$ cat config.mk
export PLATFORM = sky130hd
export DESIGN_NAME = pnd_weight
export DESIGN_NICKNAME = d
export VERILOG_FILES = /design/src/rtl/pnd_pkg.sv /design/src/rtl/pnd_weight.sv
export SDC_FILE = /design/constraint.sdc
export NUM_CORES = 2
export LEC_CHECK = 0
export BUFFER_PORTS_ARGS = -buffer_cell sky130_fd_sc_hd__clkbuf_2
export CELL_PAD_IN_SITES_DETAIL_PLACEMENT = 0
export CELL_PAD_IN_SITES_GLOBAL_PLACEMENT = 1
export CORE_MARGIN = 2
export CORE_UTILIZATION = 58
export CTS_CLUSTER_DIAMETER = 100
export DETAILED_ROUTE_END_ITERATION = 10
export MAX_ROUTING_LAYER = met4
export PLACE_DENSITY = 0.95
export SETUP_SLACK_MARGIN = 0.1
export SLEW_MARGIN = 20
export SYNTH_ARGS = -nofsm -noshare
export SYNTH_HDL_FRONTEND = slang
export SYNTH_SLANG_ARGS = --single-unit
$ cat constraint.sdc
create_clock -name clk_i -period 13.77 [get_ports clk_i]
set_input_delay 0 -clock clk_i [delete_from_list [all_inputs] [get_ports clk_i]]
set_output_delay 0 -clock clk_i [all_outputs]
set_load 0.01 [all_outputs]
$ cat src/rtl/pnd_pkg.sv
`timescale 1ns / 1ps
// ----------------------------------------------------------------------------
// pnd_pkg
// Shared constants for the 2D gradient noise pipeline.
// ----------------------------------------------------------------------------
package pnd_pkg;

  localparam int unsigned FRAC_BITS  = 16;
  localparam int unsigned ANGLE_BITS = 10;

  localparam logic [31:0] HASH_M1 = 32'd3284157443;
  localparam logic [31:0] HASH_M2 = 32'd1911520717;
  localparam logic [31:0] HASH_M3 = 32'd2048419325;

  localparam logic [16:0] SIN_C1 = 17'd102944;
  localparam logic [15:0] SIN_C3 = 16'd42177;
  localparam logic [12:0] SIN_C5 = 13'd4769;

  localparam logic [16:0] ONE_Q16 = 17'd65536;

  // Corner pipeline: dot product is registered in stage 11 (split is stage 1).
  localparam int unsigned OFS_DELAY  = 8;
  localparam int unsigned FRAC_DELAY = 9;
  localparam int unsigned WY_DELAY   = 4;
  localparam int unsigned PIPE_DEPTH = 17;

endpackage

$ cat src/rtl/pnd_weight.sv
`timescale 1ns / 1ps
// ----------------------------------------------------------------------------
// pnd_weight
// Smoothstep weights 3w^2-2w^3 for the x and y fractions, aligned to the
// blend stages of the top level.
// ----------------------------------------------------------------------------
module pnd_weight import pnd_pkg::*; (
  input  logic        clk_i,
  input  logic        en_i,
  input  logic [15:0] fx_i,
  input  logic [15:0] fy_i,
  output logic [16:0] wx_o,
  output logic [16:0] wy_o
);

  logic [15:0] fx_q [FRAC_DELAY];
  logic [15:0] fy_q [FRAC_DELAY];
  logic [15:0] fxs_q, fys_q, x2_q, y2_q;
  logic [16:0] wy_q [WY_DELAY];

  always_ff @(posedge clk_i) begin
    if (en_i) begin
      fx_q[0] <= fx_i;
      fy_q[0] <= fy_i;
      for (int i = 1; i < FRAC_DELAY; i++) begin
        fx_q[i] <= fx_q[i-1];
        fy_q[i] <= fy_q[i-1];
      end
      x2_q  <= 16'((32'(fx_q[FRAC_DELAY-1]) * 32'(fx_q[FRAC_DELAY-1])) >> 16);
      y2_q  <= 16'((32'(fy_q[FRAC_DELAY-1]) * 32'(fy_q[FRAC_DELAY-1])) >> 16);
      fxs_q <= fx_q[FRAC_DELAY-1];
      fys_q <= fy_q[FRAC_DELAY-1];
      wx_o  <= 17'(((34'(196608) - 34'({fxs_q, 1'b0})) * 34'(x2_q)) >> 16);
      wy_q[0] <= 17'(((34'(196608) - 34'({fys_q, 1'b0})) * 34'(y2_q)) >> 16);
      for (int i = 1; i < WY_DELAY; i++) wy_q[i] <= wy_q[i-1];
    end
  end

  assign wy_o = wy_q[WY_DELAY-1];

endmodule

# After elaboration in Yosys (flattened, before gate mapping)
# Memory sizes are Yosys's and may differ from the RTL's.
# Index checks and enable logic that the tools add are counted.
# totals
reg_bits	81
ram_bits	356
input_bits	34
output_inout_bits	34
word_cells	16
mem_count	3
# memory_table
memory	depth	width	rd	rd_clocked_by_memory_dff	write_ports	line_no	rtl
fx_q	9	16	9	0	9	pnd_weight.sv:16	logic [15:0] fx_q [FRAC_DELAY];
fy_q	9	16	9	0	9	pnd_weight.sv:17	logic [15:0] fy_q [FRAC_DELAY];
wy_q	4	17	4	0	4	pnd_weight.sv:19	logic [16:0] wy_q [WY_DELAY];
# classes
addsub	2
n_mul	4
mux	2
# ops
operator	count
19-bit by 17-bit multiplier with 33-bit output	2
16-bit by 16-bit multiplier with 32-bit output	2
18-bit by 17-bit subtractor with 19-bit output, first input constant	2
1-bit two-way mux	2

# Depth between registers and ports, before layout
# depth
word_depth	2
mapped_depth	30
mapped_depth_nobuf	28

# Worst setup path after synthesis
# OpenSTA, ideal clock, no wires.
# synth_timing
path_kind	register to register
start	reg fxs_q[0] (read register of fx_q)
end	reg wx_o[6], data pin
setup_ns	0.260
arrival_ns	6.962
required_time_ns	13.510
setup_slack_ns	6.547
path_stages_with_launch	28
path_buffers	2
synth_period_minus_slack_ns	7.223
cell_sequence	edfxtp_1 -> clkbuf_1 -> inv_1 -> ha_1 -> nor3b_1 -> nand2_1 -> or3_1 -> nor4_1 -> xnor2_1 -> clkbuf_1 -> nand2_1 -> fa_1 -> fa_1 -> inv_1 -> fa_1 -> fa_1 -> fa_1 -> inv_1 -> fa_1 -> inv_1 -> ha_1 -> nand3_1 -> o211ai_1 -> o21a_1 -> o21a_1 -> o21ai_0 -> mux2i_1 -> nand2_1
# synth_between
elab_chain_len	2
# synth_lines
element	line_no	rtl
start, declared	pnd_weight.sv:18	logic [15:0] fxs_q, fys_q, x2_q, y2_q;
18-bit by 17-bit subtractor with 19-bit output	pnd_weight.sv:33	wx_o <= 17'(((34'(196608) - 34'({fxs_q, 1'b0})) * 34'(x2_q)) >> 16);
19-bit by 17-bit multiplier with 33-bit output	pnd_weight.sv:33	
end signal, assigned	pnd_weight.sv:33	
end, declared	pnd_weight.sv:12	output logic [16:0] wx_o,
# No other way between the ends.
# A chain may end at the register's enable or synchronous reset.

# Final worst setup path
# layout_timing
start	reg fxs_q[0] (read register of fx_q)
end	reg wx_o[13], data pin
# The elaborated chain is that of the path after synthesis.

==> summary.txt <==
Synthesis
  • Top cells by area, synth: fa_1 33%, edfxtp_1 30%, ha_1 12%
  • Ys Warns: 0
  • Distinct cells, synth: ~60
  • Number of synthesized register bits: roughly 440
  • Mapped Cells: 3,992
  • Number of enable flip-flop cells after synthesis: ~440
  • Most used DFF post-synth: edfxtp_1
  • Yosys top cell area share: 0.333
  • Mapped Area: 0.0445 mm^2
  • Fraction of registers with async set/reset: 0
  • Area leader, netlist: fa_1
  • Syn_nets: slightly above 5,000
  • Sequential area share after synthesis: 0.295
  • Avg Cell Area, Syn: 11.1 um^2

Clocking
  • Post-CTS Resized: 0
  • Total CTS buffers: 48
  • TritonCTS clock tree: yes
  • Clock Sinks: 437
  • Clock root cell: clkbuf_16
  • CTS HTree Levels: 2
  • Worst skew pair latency: 0.61 ns
  • Clock Path Buffers: 3
  • Worst-path clk slew: ~0.060 ns

Worst setup path
  • CP startpoint kind: register
  • Highest net fanout along the worst path: 17
  • CP Capture Type: register
  • R2R setup slack: about 5.6 ns
  • CP required: ~14 ns
  • CP arrival: roughly 8.5 ns
  • CP Class: register to register

Timing
  • Final Hold Viols: 0
  • Worst-margin pin slew: roughly 1.0 ns
  • Slew margin rel.: 0.308
  • Unrepaired setup endpoints after global routing: false
  • Final Skew: slightly above 0.06 ns
  • Max Slew Vio Count: 0
  • Peak Freq: 123 MHz
  • Setup_tns: 0 ns
  • Minimum clock period: a little over 8 ns
  • Final setup vio count: 0
  • Period utilisation layout: 0.592

Flow run
  • Max_cap viols: 0

Global route
  • First-pass GRT wire length: around 140 mm
  • Antenna violations before repair: 2
  • Maximum number of pins on one net before global-route repair: ~180
  • GR Util All Layers: 0.230
  • Vias in the first global route: 28,500
  • GRT overflow: 0

Final layout
  • Multi-input gate area: approximately 0.027 mm^2
  • Layout fillers: slightly below 6,000
  • Area growth, synth to finish: 7.73%
  • Share of post-route cells with drive strength above 1: 0.0456
  • Post-layout net count: 5,252
  • Core Util, Final: 0.631
  • FF+latch area: 0.0131 mm^2
  • N_diodes: 0

Place
  • Hpwl dp: between 60 and 70 mm
  • Number of I/O port buffers: 67
  • GPL Wtd Cong: approximately 0.89

Floorplan
  • Num ports: 68
  • Starting Density: 0.585
  • Die W: 281 um
  • Die area: a little under 0.08 mm^2
  • Num rows: between 100 and 150
  • Die height: approximately 280 um
  • Core area: about 0.076 mm^2

Routing
  • Final ANT Viol Nets: 0
  • Vias: ~26,000
  • DRT Pass-1 Iters: 5
  • Via/cell ratio: between 5 and 6
  • WL final: slightly above 80 mm
  • Routed length per instance: 16.2 um
  • Initial DRC Count: about 1,500
  • DRC Markers: 0

Status
  • Status: finished clean

Min path
  • HP Class: primary input to register
-- cell families after synthesis --
group / share of synthesized area
adder cells (fa/ha/maj): 0.451
buffers and inverters: 0.0957
AND/OR/NAND/NOR: 0.109
flip-flops: 0.295
AO/OA/AOI/OAI: 0.0275
XOR/XNOR: 0.0205
multiplexers: 0.00118
-- flip-flops by register name (all words and copies together), names as in the netlist --
name   cells
fx_q     144
fy_q     144
wy_q      68
wx_o      17
fxs_q     16
fys_q     16
x2_q      16
y2_q      16
-- cells in the final DEF, fill, tap and decap left out, drive strengths merged, types with 3 or more instances in the layout --
cell         synthesis  layout
nand2              410     410
o21ai               24      24
and3                15      15
or3                  6       6
dlygate4sd3          0      33
mux2i                3       3
inv               1026    1034
o31a                 3       3
bufinv               0       5
a21o                39      39
a41oi                3       3
clkinvlp             0       3
o21bai               4       4
and2               373     373
fa                 740     740
nand3               20      20
or2                  8       8
a221oi               4       4
a211oi               5       5
nor2                78      78
a31oi                7       7
ha                 418     418
clkbuf             103     123
a2111oi              5       5
a21oi               52      52
nor3                26      26
xnor2               72      72
nor2b               14      14
edfxtp             437     437
o21a                12      12
nor4                 4       4
nand4                6       6
nand2b              10      10
clkinv               0      15
buf                  4      26
xor2                32      32
o211ai               4       4
-- repair_timing --
action,4_1_cts,5_1_grt
hold buffers,33,0
setup buffers,0,0
endpoints found under the hold margin,117,0
-- critical path: stages (launching register included) --
cell and delay [ns]:
edfxtp_1 0.62, inv_1 0.13, ha_1 0.18, nor3b_1 0.37, nand2_1 0.19, or3_1 0.40
and2_0 0.50, and2_1 0.34, fa_1 0.50, inv_1 0.05, fa_1 0.52, inv_1 0.05
fa_1 0.48, fa_1 0.52, fa_1 0.50, inv_1 0.05, fa_1 0.47, inv_1 0.04
ha_1 0.28, nand4_1 0.07, a21oi_1 0.16, nand3_1 0.10, o211ai_1 0.42, a21oi_1 0.25
o21ai_0 0.33, o21a_1 0.17, nor2_1 0.06, xnor2_1 0.12
-- layer usage --
| metal | share of wire | up-vias | GRT usage |
|---|---|---|---|
| met4 | 0.025 | 0 | 0.0618 |
| met3 | 0.046 | 148 | 0.0247 |
| li1 | - | 12285 | - |
| met2 | 0.49 | 640 | 0.378 |
| met1 | 0.44 | 13342 | 0.307 |
| met5 | 0 | - | - |
-- synthesized netlist by cell type (14+ instances only) --
cell / n
clkbuf_1: 103
xnor2_1: 72
o21ai_0: 20
nor2b_1: 14
nand2_1: 410
ha_1: 418
a21oi_1: 52
nand3_1: 20
fa_1: 740
edfxtp_1: 437
nor2_1: 78
and3_1: 14
xor2_1: 32
a21o_1: 39
and2_1: 372
nor3_1: 26
inv_1: 1026
-- final cells by class --
cell class	instances	area share
clock buffer	57	0.0258
inverter	1026	0.0804
sequential	437	0.274
tap	1030	0.0269
timing repair buffer	125	0.0183
multi-input combinational	2422	0.567
clock inverter	31	0.00766
-- path summary, 6_finish.rpt --
path                    start     endpoint  cells after the start
hold reg to reg   fx_q[0][60]  fx_q[0][76]                      0
hold / removal        fy_i[8]   fy_q[0][8]                      2
setup reg to reg     fxs_q[0]     wx_o[13]                     27
setup / recovery     fxs_q[0]     wx_o[13]                     27
-- metrics by stage --
stage | cell area [um^2] | worst slack (ns) | cells | hold slack [ns]
3_3_place_gp | 46000 | 5.84 | 5007 | 0.176
6_report | 47900 | 5.62 | 5128 | 0.0993
4_1_cts | 47900 | 5.62 | 5128 | 0.0571
5_1_grt | 47900 | 5.03 | 5128 | 0.0803
3_5_place_dp | 46000 | 5.63 | 5007 | 0.179
2_1_floorplan | 44500 | 6.55 | 3992 | 0.0989
Power is not shown: default switching activity piles up to over one toggle a cycle in this logic, so the estimate is an artifact.
